<file path="config.mk">
export PLATFORM = sky130hd
export DESIGN_NAME = sync_framed_sample_deframer
export DESIGN_NICKNAME = d
export VERILOG_FILES = /design/src/sv/sfsd_pkg.sv /design/src/sv/sfsd_decode.sv /design/src/sv/sfsd_out_reg.sv /design/src/sv/sync_framed_sample_deframer.sv
export SDC_FILE = /design/constraint.sdc
export NUM_CORES = 1
export LEC_CHECK = 0
export BUFFER_PORTS_ARGS = -buffer_cell sky130_fd_sc_hd__buf_2
export CAP_MARGIN = 0
export CORE_ASPECT_RATIO = 1.75
export CORE_MARGIN = 1
export CORE_UTILIZATION = 30
export DETAILED_ROUTE_END_ITERATION = 8
export PLACE_DENSITY = 0.59
export SLEW_MARGIN = 20
export SYNTH_ARGS = -nofsm -noshare
export SYNTH_HDL_FRONTEND = slang
export SYNTH_HIERARCHICAL = 1
export SYNTH_SLANG_ARGS = --single-unit
</file>
<file path="constraint.sdc">
create_clock -name clk -period 2.7 [get_ports clk]
set_input_delay 0.135 -clock clk [delete_from_list [all_inputs] [get_ports clk]]
set_output_delay 0.135 -clock clk [all_outputs]
set_load 0.01 [all_outputs]
</file>
<file path="src/sv/sfsd_pkg.sv">
// ----------------------------------------------------------------------------
// sfsd_pkg
// Types and constants of the sync framed sample deframer.
// ----------------------------------------------------------------------------
package sfsd_pkg;

    // Frame tracking phase; codes 5 to 7 are unused
    typedef enum logic [2:0] {
        PHASE_OOF = 3'd0,
        PHASE_PRE = 3'd1,
        PHASE_HDR = 3'd2,
        PHASE_MSB = 3'd3,
        PHASE_LSB = 3'd4
    } phase_t;

    localparam logic [7:0] SYNC_BYTE   = 8'hFF;
    localparam logic       KIND_SAMPLE = 1'b0;
    localparam logic       KIND_WARN   = 1'b1;

    // One result transaction
    typedef struct packed {
        logic       kind;
        logic [3:0] channel_count;
        logic [8:0] channel;
        logic [9:0] sample_value;
    } result_t;

endpackage

</file>
<file path="src/sv/sfsd_decode.sv">
// ----------------------------------------------------------------------------
// sfsd_decode
// Frame state machine: sync hunt, header capture and MSB/LSB pair decode.
// ----------------------------------------------------------------------------
module sfsd_decode (
    input  logic                clk,
    input  logic                rst_n,
    input  logic                fire,
    input  logic [7:0]          byte_data,
    output logic                emit,
    output sfsd_pkg::result_t   result
);

    sfsd_pkg::phase_t phase_reg;
    sfsd_pkg::phase_t phase_next;
    logic [7:0]       header_reg;
    logic [7:0]       header_next;
    logic [7:0]       high_reg;
    logic [7:0]       high_next;
    logic             is_sync;

    assign is_sync = (byte_data == sfsd_pkg::SYNC_BYTE);

    // Next state
    always_comb
    begin
        phase_next  = phase_reg;
        header_next = header_reg;
        high_next   = high_reg;
        unique case (phase_reg)
            sfsd_pkg::PHASE_OOF:
            begin
                if (is_sync)
                begin
                    phase_next = sfsd_pkg::PHASE_PRE;
                end
            end
            sfsd_pkg::PHASE_PRE:
            begin
                phase_next = is_sync ? sfsd_pkg::PHASE_HDR : sfsd_pkg::PHASE_OOF;
            end
            sfsd_pkg::PHASE_HDR:
            begin
                // a sync byte here is stored but the header wait goes on
                header_next = byte_data;
                if (!is_sync)
                begin
                    phase_next = sfsd_pkg::PHASE_MSB;
                end
            end
            sfsd_pkg::PHASE_MSB:
            begin
                if (is_sync)
                begin
                    phase_next = sfsd_pkg::PHASE_PRE;
                end
                else
                begin
                    high_next  = byte_data;
                    phase_next = sfsd_pkg::PHASE_LSB;
                end
            end
            sfsd_pkg::PHASE_LSB:
            begin
                phase_next = sfsd_pkg::PHASE_MSB;
            end
            default:
            begin
                phase_next = sfsd_pkg::PHASE_OOF;
            end
        endcase
    end

    // Outputs
    always_comb
    begin
        emit   = 1'b0;
        result = '0;
        unique case (phase_reg)
            sfsd_pkg::PHASE_PRE:
            begin
                // failed second sync byte: warning with zero fields
                if (!is_sync)
                begin
                    emit        = 1'b1;
                    result.kind = sfsd_pkg::KIND_WARN;
                end
            end
            sfsd_pkg::PHASE_LSB:
            begin
                // channel = word[14:10] + offset * 32, value = word[9:0]
                emit                 = 1'b1;
                result.kind          = sfsd_pkg::KIND_SAMPLE;
                result.channel_count = header_reg[7:4];
                result.channel       = {header_reg[3:0], high_reg[6:2]};
                result.sample_value  = {high_reg[1:0], byte_data};
            end
            default:
            begin
                emit = 1'b0;
            end
        endcase
    end

    // State registers
    always_ff @(posedge clk or negedge rst_n)
    begin
        if (!rst_n)
        begin
            phase_reg  <= sfsd_pkg::PHASE_OOF;
            header_reg <= '0;
            high_reg   <= '0;
        end
        else if (fire)
        begin
            phase_reg  <= phase_next;
            header_reg <= header_next;
            high_reg   <= high_next;
        end
    end

endmodule

</file>
<file path="src/sv/sfsd_out_reg.sv">
// ----------------------------------------------------------------------------
// sfsd_out_reg
// Result register; frees itself in the same cycle its transaction is taken.
// ----------------------------------------------------------------------------
module sfsd_out_reg (
    input  logic                clk,
    input  logic                rst_n,
    input  logic                load,
    input  sfsd_pkg::result_t   load_data,
    input  logic                stall,
    output logic                free,
    output logic                valid,
    output sfsd_pkg::result_t   data
);

    logic              valid_reg;
    logic              valid_next;
    sfsd_pkg::result_t data_reg;

    assign free       = !valid_reg || !stall;
    assign valid_next = load || (valid_reg && stall);

    // Valid flag
    always_ff @(posedge clk or negedge rst_n)
    begin
        if (!rst_n)
        begin
            valid_reg <= 1'b0;
        end
        else
        begin
            valid_reg <= valid_next;
        end
    end

    // Payload
    always_ff @(posedge clk)
    begin
        if (load)
        begin
            data_reg <= load_data;
        end
    end

    assign valid = valid_reg;
    assign data  = data_reg;

endmodule

</file>
<file path="src/sv/sync_framed_sample_deframer.sv">
// ----------------------------------------------------------------------------
// sync_framed_sample_deframer
// Path: each accepted byte is registered in the byte register, and a result
// that it produces is then registered in the result register.
// Throughput: one byte per cycle; the byte register stalls only while a
// result-producing byte waits behind a stalled result register.
// Reset: asynchronous, active low; returns the frame state to out of frame.
// ----------------------------------------------------------------------------
module sync_framed_sample_deframer (
    input  logic       clk,
    input  logic       rst_n,
    input  logic       byte_valid,
    output logic       byte_stall,
    input  logic [7:0] byte_in,
    output logic       sample_valid,
    input  logic       sample_stall,
    output logic       kind,
    output logic [3:0] channel_count,
    output logic [8:0] channel,
    output logic [9:0] sample_value
);

    logic              byte_vld_reg;
    logic              byte_vld_next;
    logic [7:0]        byte_reg;
    logic              accept;
    logic              advance;
    logic              emit;
    logic              out_free;
    sfsd_pkg::result_t dec_result;
    sfsd_pkg::result_t out_data;

    // Byte register handshake
    assign advance       = byte_vld_reg && (!emit || out_free);
    assign byte_stall    = byte_vld_reg && !advance;
    assign accept        = byte_valid && !byte_stall;
    assign byte_vld_next = accept || (byte_vld_reg && !advance);

    always_ff @(posedge clk or negedge rst_n)
    begin
        if (!rst_n)
        begin
            byte_vld_reg <= 1'b0;
        end
        else
        begin
            byte_vld_reg <= byte_vld_next;
        end
    end

    always_ff @(posedge clk)
    begin
        if (accept)
        begin
            byte_reg <= byte_in;
        end
    end

    // Frame decode
    sfsd_decode u_decode (
        .clk       (clk),
        .rst_n     (rst_n),
        .fire      (advance),
        .byte_data (byte_reg),
        .emit      (emit),
        .result    (dec_result)
    );

    // Result register
    sfsd_out_reg u_out (
        .clk       (clk),
        .rst_n     (rst_n),
        .load      (advance && emit),
        .load_data (dec_result),
        .stall     (sample_stall),
        .free      (out_free),
        .valid     (sample_valid),
        .data      (out_data)
    );

    assign kind          = out_data.kind;
    assign channel_count = out_data.channel_count;
    assign channel       = out_data.channel;
    assign sample_value  = out_data.sample_value;

endmodule

</file>
* After elaboration in Yosys (flattened, before gate mapping) *
Index checks and enable logic that the tools add are counted.
W data, S select, Z words.

word-level totals
  bits of input ports = 12
  logic and storage cells = 43
  flip-flop bits (word level) = 52
  output and inout bits = 26

cells by class
  reduce and logical (&&, ||, !) cells = 18
  eq/ne operators = 7
  mux-type cells = 7
  bitwise gates (word level) = 1

operators by type and width
  kind                  number
  $pmux W3 S5           1
  $mux W3               3
  $eq A8 B8 Y1 const B  1
  $eq A3 B2 Y1 const B  2
  $reduce_and A3 Y1     2
  $logic_and A1 B1 Y1   5
  $logic_not A1 Y1      5
  $logic_or A1 B1 Y1    4
  $eq A3 B1 Y1 const B  1
  $eq A3 B3 Y1 const B  1
  $logic_not A3 Y1      1
  $mux W2               1
  $ne A2 B1 Y1 const B  1
  $ne A2 B2 Y1 const B  1
  $pmux W1 S2           1
  $reduce_and A2 Y1     1
  $mux W1               1
  $not A1 Y1            1

* Depth between registers and ports, before layout *
Gate-level depths: netlist of the first run.

  word-level depth = 11
  gate-level depth with buffers = 9
  mapped depth without buffers = 7

* Cells and area by module *
The synthesis of the first run kept the hierarchy.

modules (own cells, without submodules)
  module                       times used  area an instance (µm²)  cells each  sequential area each (µm²)
  sfsd_decode                  1           1014.7                  90          450.4
  sfsd_out_reg                 1           757.0                   27          745.7
  sync_framed_sample_deframer  1           320.3                   16          265.3

* Least setup slack after synthesis of the first run *
Ideal clock, no wire load.

  path kind = register to register
  from = reg byte_reg[3]
  to = reg u_decode.header_reg[0]
  arrival = 1963 ps
  setup time = 125 ps
  required time = 2575 ps
  setup slack = 613 ps
  path buffers = 2
  period minus slack after synthesis = 2087 ps
  cell stages (with the launch flop) = 9
  cells stage by stage = edfxtp_1 nand4_2 o21ai_0 a21oi_1 a21boi_0 buf_4 and4bb_2 buf_2 mux2_2

between the ends
  word-level cells in the longest chain between the ends = 7

ends and longest elaborated chain
  element                      line                               RTL
  from (decl)                  sync_framed_sample_deframer.sv:25  logic [7:0] byte_reg;
  from (signal assigned)       sync_framed_sample_deframer.sv:55  byte_reg <= byte_in;
  $eq A8 B8 Y1                 sfsd_decode.sv:22                  assign is_sync = (byte_data == sfsd_pkg::SYNC_BYTE);
  $mux W1                      sfsd_decode.sv:83                  if (!is_sync)
  $pmux W1 S2                  sfsd_decode.sv:79                  unique case (phase_reg)
  named net emit               sync_framed_sample_deframer.sv:28  logic emit;
  $logic_not A1 Y1             sync_framed_sample_deframer.sv:34  assign advance = byte_vld_reg && (!emit || out_free);
  $logic_or A1 B1 Y1           sync_framed_sample_deframer.sv:34
  $logic_and A1 B1 Y1          sync_framed_sample_deframer.sv:34
  named net advance            sync_framed_sample_deframer.sv:27  logic advance;
  $reduce_and A2 Y1 (no line)  n/a
  to (signal assigned)         sfsd_decode.sv:117                 header_reg <= header_next;
  to (decl)                    sfsd_decode.sv:16                  logic [7:0] header_reg;

The timed path passes the listed nets, and every way through them passes these cells.
A chain may end at the register's enable or synchronous reset.

* Worst setup path in the final report of the first run *
  from = reg byte_reg[3]
  to = reg u_decode.header_reg[4]

The elaborated chain is that of the path after synthesis.

==> results of run 1 <==
-- final timing paths --
kind / start / endpoint / slack, ns / cells past startpoint
hold reg to reg: u_decode/header_reg[1] / u_decode/header_reg[1] / 0.50 / 1
setup reg to reg: byte_reg[3] / u_decode/header_reg[4] / 0.30 / 6
max in group asynchronous: rst_n / u_decode/high_reg[2] / 2.05 / 2
hold / removal: byte_in[4] / byte_reg[4] / 0.02 / 1
min in group asynchronous: rst_n / u_decode/header_reg[7] / 0.33 / 2
setup / recovery: byte_reg[3] / u_decode/header_reg[4] / 0.30 / 6
-- cells in the mapped netlist (2+ instances only) --
master	instances
sky130_fd_sc_hd__edfxtp_1	32
sky130_fd_sc_hd__and3_1	22
sky130_fd_sc_hd__dfrtp_1	20
sky130_fd_sc_hd__mux2_2	15
sky130_fd_sc_hd__clkbuf_1	5
sky130_fd_sc_hd__inv_1	3
sky130_fd_sc_hd__nand2b_1	3
sky130_fd_sc_hd__nor2_1	3
sky130_fd_sc_hd__nor2b_1	3
sky130_fd_sc_hd__o21ai_0	3
sky130_fd_sc_hd__a21oi_1	2
sky130_fd_sc_hd__and3_2	2
sky130_fd_sc_hd__nand3b_1	2
-- power breakdown --
group	leakage, uW	internal, uW	switching (uW)
logic	0.000496	270	291
clock network	0.0000708	350	286
registers	0.000550	1080	115
-- cells in the final DEF, fill, tap and decap left out, types with 2 or more instances in the layout --
| cell | instances |
|---|---|
| sky130_fd_sc_hd__buf_2 | 37 |
| sky130_fd_sc_hd__edfxtp_1 | 32 |
| sky130_fd_sc_hd__and3_1 | 22 |
| sky130_fd_sc_hd__dfrtp_1 | 20 |
| sky130_fd_sc_hd__mux2_2 | 15 |
| sky130_fd_sc_hd__clkbuf_16 | 5 |
| sky130_fd_sc_hd__buf_4 | 4 |
| sky130_fd_sc_hd__inv_1 | 3 |
| sky130_fd_sc_hd__nand2b_1 | 3 |
| sky130_fd_sc_hd__o21ai_0 | 3 |
| sky130_fd_sc_hd__nor2_1 | 3 |
| sky130_fd_sc_hd__nor2b_1 | 3 |
| sky130_fd_sc_hd__and3_2 | 2 |
| sky130_fd_sc_hd__inv_6 | 2 |
| sky130_fd_sc_hd__a21oi_1 | 2 |
| sky130_fd_sc_hd__nand3b_1 | 2 |
-- critical path: stages (launching register included) --
cell	delay, ns
sky130_fd_sc_hd__edfxtp_1	0.43
sky130_fd_sc_hd__nand4_2	0.20
sky130_fd_sc_hd__o21ai_0	0.27
sky130_fd_sc_hd__a21oi_1	0.17
sky130_fd_sc_hd__a21boi_0	0.39
sky130_fd_sc_hd__and4bb_2	0.46
sky130_fd_sc_hd__mux2_2	0.36
-- area by class of cell --
cell class	instances	area (sq um)	area share
clock inverters	3	25.0	0.00990
clock buffers	5	125	0.0495
well taps	82	103	0.0406
multi-input cells	70	577	0.228
inverters	3	11.3	0.00446
flip-flops and latches	52	1460	0.578
repair buffers	42	225	0.0891
-- routing by layer --
metal / track usage / routed length, microns / part of all wire / vias up
li1: - / - / - / 573
met1: 0.122 / 1410 / 0.41 / 560
met2: 0.181 / 1790 / 0.52 / 31
met3: 0.0315 / 177 / 0.051 / 6
met4: 0.0478 / 73 / 0.021 / 0
met5: 0 / 0 / 0 / -
-- repair_timing --
item	CTS	global route
hold buffers	1	0
buffers inserted	0	0
endpoints found under the hold margin	20	0
-- logic make-up after synthesis --
family / after synthesis
buffers and inverters: 11
flip-flops: 52
AO/OA/AOI/OAI: 11
AND/OR/NAND/NOR: 44
multiplexers: 15
-- per-stage QoR --
stage               power (uW)  utilization  area, sq um
global route              2530        0.381         2530
floorplan                 1610            -         2090
finish                    2390        0.381         2530
global placement          1770        0.357         2370
CTS                       2420        0.381         2530
detailed placement        1780        0.357         2370
==> run metrics, run 1 <==
max capacitance violation total 0; drt drc 0; maximum number of pins on one net before global-route repair 31; adder and majority gate portion of the synthesized area 0; # diodes 0; final cell count without fillers 257; fraction of registers with async set or reset after synthesis 0.385; total power density per cell area approximately 950 nW/um^2; buffer levels on the longest clock path 2; arrival time worst endpoint between 2 and 3 ns; Avg Inst Size Synth 15.7 sq um; total negative setup slack 0 ns; number of enable-type register cells in the synthesized netlist 32; layout overhead on the synthesized area 20.8%; Buffers on Ports 37; number of global-route vias before repair 1175; Post-Syn Instances around 130; multiplexer share of the synthesized area 0.0807; drt via density approximately 4.6; cell area after synthesis between 2000 and 2500 sq um; post-cts gate resize count 0; Max Fclk around 420 MHz; wire length of the first global-routing pass approximately 5.9 mm; worst-skew pair later-pin latency between 0.2 and 0.3 ns; post-detail-place hpwl between 2 and 3 mm; CTS Buf Count 5; compound-gate portion of the synthesized area 0.0443; count of synthesis-stage warnings from yosys 6; leading cell types by total area after synthesis sky130_fd_sc_hd__edfxtp_1, sky130_fd_sc_hd__dfrtp_1, sky130_fd_sc_hd__mux2_2; Nets around 190; residual overflow from global routing 0; slew at the pin closest to its max-slew limit between 0.5 and 0.6 ns; worst rel slew slack 0.632; ANT nets after route 0; final-report setup violation count 0; placement-stage worst setup slack roughly 0.28 ns; VDD IR-drop max approximately 0.38 mV; die width ~65 microns; xor/xnor share of the synthesized area 0; dominant combinational cell family by area after synthesis simple AND/OR/NAND/NOR gates; Detailed Route Iter0 Violations 32; level count of the clock H-tree 2; Boundary Pins 38; via count ~1200; filler instances roughly 660; minimum setup slack in the final design between 0.3 and 0.4 ns; clock slew at the register clock pins of the worst setup and hold paths about 0.070 ns; maximum clock skew at final layout slightly above 0.008 ns; simple-gate portion of the synthesized area 0.151; endpoint kind of the worst setup timing path flop; Routed wire per std cell between 10 and 15 microns; Die Footprint 7320 sq um; sort of element at the start of the critical path flop; portion of the clock cycle consumed by the worst path in the final layout 0.888; max reg flops 24; TritonCTS Sinks 52; global-route usage over all layers 0.107; crit path max fanout 9; Root Buffer Master sky130_fd_sc_hd__clkbuf_16; WHS ~0.018 ns; final routed wirelength across all metal layers about 3.5 mm; post-synth cell types 31; time the worst path needs with I/O delays and setup 2.40 ns; RSZ-0062 raised after global routing false; Final Max Tran Viols 0; data required time of the worst path approximately 2.9 ns; #FFs+latches synth between 50 and 60; starting density of the core 0.315; Cells after DPL ~250; number of search-and-repair iterations in the first detailed-routing pass 4; cell leakage power 0.00112 uW; Crit Path Class flop to flop; Final Hold Violating Endpoints 0; layout cell share with drive strength beyond 1 0.417; number of cell rows 39; top cell type by total area after synthesis sky130_fd_sc_hd__edfxtp_1; Synthesized Nets between 100 and 150; overall die height 112 microns; number of antenna violations at the first check in global routing 0; sequential-to-total area share from yosys stat 0.699; Final GP Congestion about 0.78; CTS tree done; worst min-delay path class primary input to flop; outcome completed; top flip-flop cell by instance count after synthesis sky130_fd_sc_hd__edfxtp_1; share of the synthesized area in the top cell type 0.459; area of the core region between 6000 and 7000 sq um
No activity file was read; power rests on OpenSTA's default activity.
==> run 2, diff against run 1 <==
CORE_ASPECT_RATIO = 2   (was 1.75)
==> run 2 against run 1 <==
Via count increased by 0.94%; cell area is essentially flat; global-route usage up 0.75 points; largest power group unchanged; critical path type unchanged; clock skew fell by 0.0034 ns; sequential share of layout area is 0.057 points higher; register-to-register slack improved by 0.12 ns.
==> run metrics, run 2 (synthesized netlist as in run 1, its figures left out) <==
total power density per cell area 942 nW/um^2 (was 945 nW/um^2); Die Footprint 7330 sq um (was 7320 sq um); final routed wirelength across all metal layers 3.61 mm (was 3.45 mm); share of the core filled with cells in the final layout 0.378 (was 0.381); data required time of the worst path 2.93 ns (was 2.88 ns); buffers and inverters on the worst path 1 (was 0); Total Power 2380 uW (was 2390 uW); RSZ-0062 raised after global routing false (unchanged); post-detail-place hpwl 2.65 mm (was 2.54 mm); max reg flops 24 (unchanged); crit path max fanout 8 (was 9); final cell count without fillers 263 (was 257); Cells after DPL 254 (was 248); gate family responsible for the most delay along the worst path compound AO/OA/AOI/OAI gates (unchanged); starting density of the core 0.313 (was 0.315); global-route usage over all layers 0.114 (was 0.107); maximum number of pins on one net before global-route repair 31 (unchanged); Buffers on Ports 37 (unchanged); residual overflow from global routing 0 (unchanged); number of search-and-repair iterations in the first detailed-routing pass 4 (unchanged); layout overhead on the synthesized area 20.7% (was 20.8%); # diodes 0 (unchanged); DP Area 2370 sq um (about the same); ANT nets after route 0 (unchanged); overall die height 120 microns (was 112 microns); Routed wire per std cell 13.7 microns (was 13.4 microns); outcome completed (unchanged); CTS Buf Count 5 (unchanged); number of antenna violations at the first check in global routing 0 (unchanged); Boundary Pins 38 (unchanged); Final Hold Violating Endpoints 0 (unchanged); Max Fclk 439 MHz (was 417 MHz); cell-by-cell trace of the critical path nand4_2 > o21ai_0 > a21oi_1 > a21boi_0 > buf_4 > or3b_1 > a211o_2 > nand3_1 (was nand4_2 > o21ai_0 > a21oi_1 > a21boi_0 > and4bb_2 > mux2_2); worst-skew pair later-pin latency 0.29 ns (about the same); wire length of the first global-routing pass 5.93 mm (was 5.86 mm); worst min-delay path class primary input to flop (unchanged); via count 1181 (was 1170); slowest stage cell on the critical path sky130_fd_sc_hd__edfxtp_1 (was sky130_fd_sc_hd__and4bb_2); endpoint kind of the worst setup timing path flop (unchanged); cell leakage power 0.00111 uW (was 0.00112 uW); max capacitance violation total 0 (unchanged); Nets 186 (unchanged); final cell area excluding filler cells 2520 sq um (was 2530 sq um); total negative setup slack 0 ns (unchanged); Crit Path Class flop to flop (unchanged); most frequent standard cell in the layout excluding fill and tap cells sky130_fd_sc_hd__buf_2 (unchanged); slack of the worst reg-to-reg path 0.42 ns (was 0.30 ns); Final Max Tran Viols 0 (unchanged); TritonCTS Sinks 52 (unchanged); number of cell rows 42 (was 39); critical path's largest stage delay 0.43 ns (was 0.46 ns); Setup Buffers After CTS 0 (unchanged); layout cell share with drive strength beyond 1 0.406 (was 0.417); number of global-route vias before repair 1232 (was 1175); level count of the clock H-tree 2 (unchanged); maximum clock skew at final layout 0.00471 ns (was 0.00809 ns); slew at the pin closest to its max-slew limit 0.569 ns (was 0.552 ns); area of the core region 6670 sq um (was 6640 sq um); drt via density 4.49 (was 4.55); worst rel slew slack 0.621 (was 0.632); buffer levels on the longest clock path 2 (unchanged); arrival time worst endpoint 2.50 ns (was 2.57 ns); time the worst path needs with I/O delays and setup 2.28 ns (was 2.40 ns); sort of element at the start of the critical path flop (unchanged); CTS tree done (unchanged); Root Buffer Master sky130_fd_sc_hd__clkbuf_16 (unchanged); Detailed Route Iter0 Violations 30 (was 32); die width 61.1 microns (was 65.1 microns); clock slew at the register clock pins of the worst setup and hold paths 0.06 ns (was 0.07 ns); most frequent cells in the layout sky130_fd_sc_hd__buf_2, sky130_fd_sc_hd__edfxtp_1, sky130_fd_sc_hd__and3_1 (unchanged); VDD IR-drop max 0.435 mV (was 0.378 mV); final-report setup violation count 0 (unchanged); portion of the clock cycle consumed by the worst path in the final layout 0.843 (was 0.888); drt drc 0 (unchanged); Final GP Congestion 0.758 (was 0.781)
## run 2: through the flow
step | setup slack, ns | hold WS, ns
floorplan | 0.613 | -0.161
global placement | 0.510 | 0.128
detailed placement | 0.432 | 0.122
CTS | 0.400 | 0.00898
global route | 0.140 | 0.00552
finish | 0.423 | 0.0177
## run 2: repair_timing
action | 4_1_cts | 5_1_grt
endpoints found under the hold margin | 20 | 0
gates resized for setup | 0 | 0
hold buffers | 1 | 0
## run 2: area by class of cell
class                      instances  area [sq um]
sequential                        52          1460
multi-input combinational         70           577
clock buffer                       6           129
tap                               88           110
fill                             649          4150
inverter                           3          11.3
clock inverter                     2          11.3
timing repair buffer              42           225
## run 2: metal layers
metal / GRT usage / up-vias / wire length, microns
met2: 0.186 / 34 / 1920
met4: 0.0668 / 0 / 104
met3: 0.0388 / 8 / 159
met5: 0 / - / 0
met1: 0.123 / 563 / 1430
li1: - / 576 / -
## run 2: path summary, 6_finish.rpt
path	endpoint	startpoint	cells after the start
min	byte_reg[7]	byte_in[7]	1
max reg2reg	u_decode/phase_reg[0]	byte_reg[1]	8
min in group asynchronous	u_decode/header_reg[7]	rst_n	2
max in group asynchronous	u_decode/high_reg[1]	rst_n	2
min reg2reg	u_decode/high_reg[6]	u_decode/high_reg[6]	1
max	u_decode/phase_reg[0]	byte_reg[1]	8
## run 2: power breakdown
group	leakage [uW]	switching (uW)	internal, uW
combinational	0.000496	306	279
sequential	0.000550	112	1080
clock	0.0000645	263	340
==> run 3, diff against run 2 <==
PLACE_DENSITY = 0.61   (was 0.59)
clock period = 1.9 ns   (was 2.7 ns; I/O delays follow)
==> run 3 against run 2 <==
Core utilization rose by 5.0 points; die area did not move; via count rose by 11%; hold slack improved by 0.0071 ns; global-route usage rose by 0.098 points; clock skew rose by 0.0020 ns; critical path depth fell by 1; non-clock buffer count rose by 28; power rose by 57%; sequential share of layout area fell by 6.7 points; sequential power rose by 39%; sequential cell count did not move; critical endpoint is now u_decode/high_reg[6]; highest routed layer unchanged.
==> run metrics, run 3 (synthesized netlist as in run 1, its figures left out) <==
buffers and inverters on the worst path 1 (unchanged); overall die height 120 microns (unchanged); maximum number of pins on one net before global-route repair 30 (was 31); Final GP Congestion 0.838 (was 0.758); # diodes 0 (unchanged); Detailed Route Iter0 Violations 27 (was 30); share of the core filled with cells in the final layout 0.428 (was 0.378); drt via density 4.50 (was 4.49); gate family responsible for the most delay along the worst path compound AO/OA/AOI/OAI gates (unchanged); data required time of the worst path 2.07 ns (was 2.93 ns); number of cell rows 42 (unchanged); slew at the pin closest to its max-slew limit 0.693 ns (was 0.569 ns); number of antenna violations at the first check in global routing 0 (unchanged); final-report setup violation count 0 (unchanged); met2 track utilization from global routing 0.205 (was 0.186); maximum clock skew at final layout 0.00673 ns (was 0.00471 ns); critical path's largest stage delay 0.43 ns (about the same); cell-by-cell trace of the critical path nand4_4 > o21ai_4 > a21oi_2 > a21boi_2 > buf_6 > o2111ai_4 > mux2_4 (was nand4_2 > o21ai_0 > a21oi_1 > a21boi_0 > buf_4 > or3b_1 > a211o_2 > nand3_1); VDD IR-drop max 0.645 mV (was 0.435 mV); WHS 0.0248 ns (was 0.0177 ns); Crit Path Class flop to flop (unchanged); Final Max Tran Viols 0 (unchanged); via count 1309 (was 1181); endpoint kind of the worst setup timing path flop (unchanged); layout cell share with drive strength beyond 1 0.478 (was 0.406); global-route usage over all layers 0.115 (was 0.114); max capacitance violation total 0 (unchanged); Boundary Pins 38 (unchanged); Final Hold Violating Endpoints 0 (unchanged); residual overflow from global routing 0 (unchanged); total power density per cell area 1310 nW/um^2 (was 942 nW/um^2); outcome completed (unchanged); portion of the clock cycle consumed by the worst path in the final layout 0.980 (was 0.843); post-detail-place hpwl 2.78 mm (was 2.65 mm); met3 global-route usage 0.0334 (was 0.0388); layout overhead on the synthesized area 36.6% (was 20.7%); worst min-delay path class primary input to flop (unchanged); time the worst path needs with I/O delays and setup 1.86 ns (was 2.28 ns); sort of element at the start of the critical path flop (unchanged); Nets 214 (was 186); drt drc 0 (unchanged); buffer levels on the longest clock path 2 (unchanged); number of search-and-repair iterations in the first detailed-routing pass 4 (unchanged); Buffers on Ports 37 (unchanged); met1 track demand over resource 0.114 (was 0.123); area taken by multi-input logic gates 623 sq um (was 577 sq um); area of the core region 6670 sq um (unchanged); die width 61.1 microns (unchanged); final routed wirelength across all metal layers 3.80 mm (was 3.61 mm); clock slew at the register clock pins of the worst setup and hold paths 0.07 ns (was 0.06 ns); RSZ-0062 raised after global routing true (was false); max reg flops 24 (unchanged); cell leakage power 0.00128 uW (was 0.00111 uW); most frequent standard cell in the layout excluding fill and tap cells sky130_fd_sc_hd__buf_2 (unchanged); slowest stage cell on the critical path sky130_fd_sc_hd__edfxtp_1 (unchanged); Die Footprint 7330 sq um (unchanged); CTS Buf Count 5 (unchanged); filler instances 636 (was 649); Max Fclk 537 MHz (was 439 MHz); Root Buffer Master sky130_fd_sc_hd__clkbuf_16 (unchanged); CTS tree done (unchanged); Routed wire per std cell 13.1 microns (was 13.7 microns); starting density of the core 0.313 (unchanged); worst-skew pair later-pin latency 0.29 ns (about the same); TritonCTS Sinks 52 (unchanged); wire length of the first global-routing pass 6.07 mm (was 5.93 mm); ANT nets after route 0 (unchanged); crit path max fanout 8 (unchanged); number of global-route vias before repair 1328 (was 1232); Reg area 1460 sq um (unchanged); worst rel slew slack 0.537 (was 0.621); most used routing layer met2 (unchanged); arrival time worst endpoint 2.03 ns (was 2.50 ns); most frequent cells in the layout sky130_fd_sc_hd__buf_2, sky130_fd_sc_hd__edfxtp_1, sky130_fd_sc_hd__and3_1 (unchanged); level count of the clock H-tree 2 (unchanged)
## run 3: cell types whose count changed in the layout (fill, tap and decap cells not counted), moves of 2 or more
cell                            before  now
sky130_fd_sc_hd__buf_4               4   21
sky130_fd_sc_hd__dlygate4sd3_1       1   10
sky130_fd_sc_hd__mux2_2             15   13
sky130_fd_sc_hd__mux2_4              0    2
## run 3: path summary, 6_finish.rpt
| kind | start | slack, ns | cells past startpoint | endpoint |
|---|---|---|---|---|
| min in group asynchronous | rst_n | 0.28 | 2 | u_decode/header_reg[0] |
| max in group asynchronous | rst_n | 1.29 | 2 | u_decode/header_reg[2] |
| min | sample_stall | 0.02 | 2 | u_out/valid |
| max reg2reg | byte_reg[3] | 0.04 | 7 | u_decode/high_reg[6] |
| max | byte_reg[3] | 0.04 | 7 | u_decode/high_reg[6] |
| min reg2reg | u_decode/high_reg[1] | 0.50 | 1 | u_decode/high_reg[1] |
## run 3: report_power, final
part	switching (uW)	internal, uW	total, uW	leakage [uW]
clock network	387	659	1050	0.0000871
logic	508	525	1030	0.000646
registers	129	1530	1660	0.000550
total	1030	2720	3740	0.00128
## run 3: through the flow
stage	instance area (sq um)	power (uW)	setup TNS [ns]	std cells	setup slack (ns)
finish	2860	3740	0	291	0.0378
global route	2860	3930	-0.390	291	-0.0488
detailed placement	2520	2660	-0.692	269	-0.0608
CTS	2800	3730	0	287	0.0168
global placement	2520	2630	0	269	0.0145
floorplan	2110	2320	0	133	0.0139
## run 3: layer usage
| metal | up-vias | part of all wire |
|---|---|---|
| li1 | 630 | - |
| met1 | 633 | 0.36 |
| met2 | 37 | 0.57 |
| met3 | 9 | 0.039 |
| met4 | 0 | 0.026 |
| met5 | - | 0 |
## run 3: final cells by class
class | count | area share
Sequential cell | 52 | 0.511
Multi-Input combinational cell | 70 | 0.218
Timing Repair Buffer | 70 | 0.166
Clock buffer | 6 | 0.0486
Tap cell | 88 | 0.0385
Clock inverter | 2 | 0.0136
Inverter | 3 | 0.00394
## run 3: timing repair
action,CTS,global route
endpoints found under the setup margin,15,16
gates resized for setup,2,5
hold endpoints to repair,29,0
setup buffers,0,4
hold buffers,10,0
pin swaps,0,3
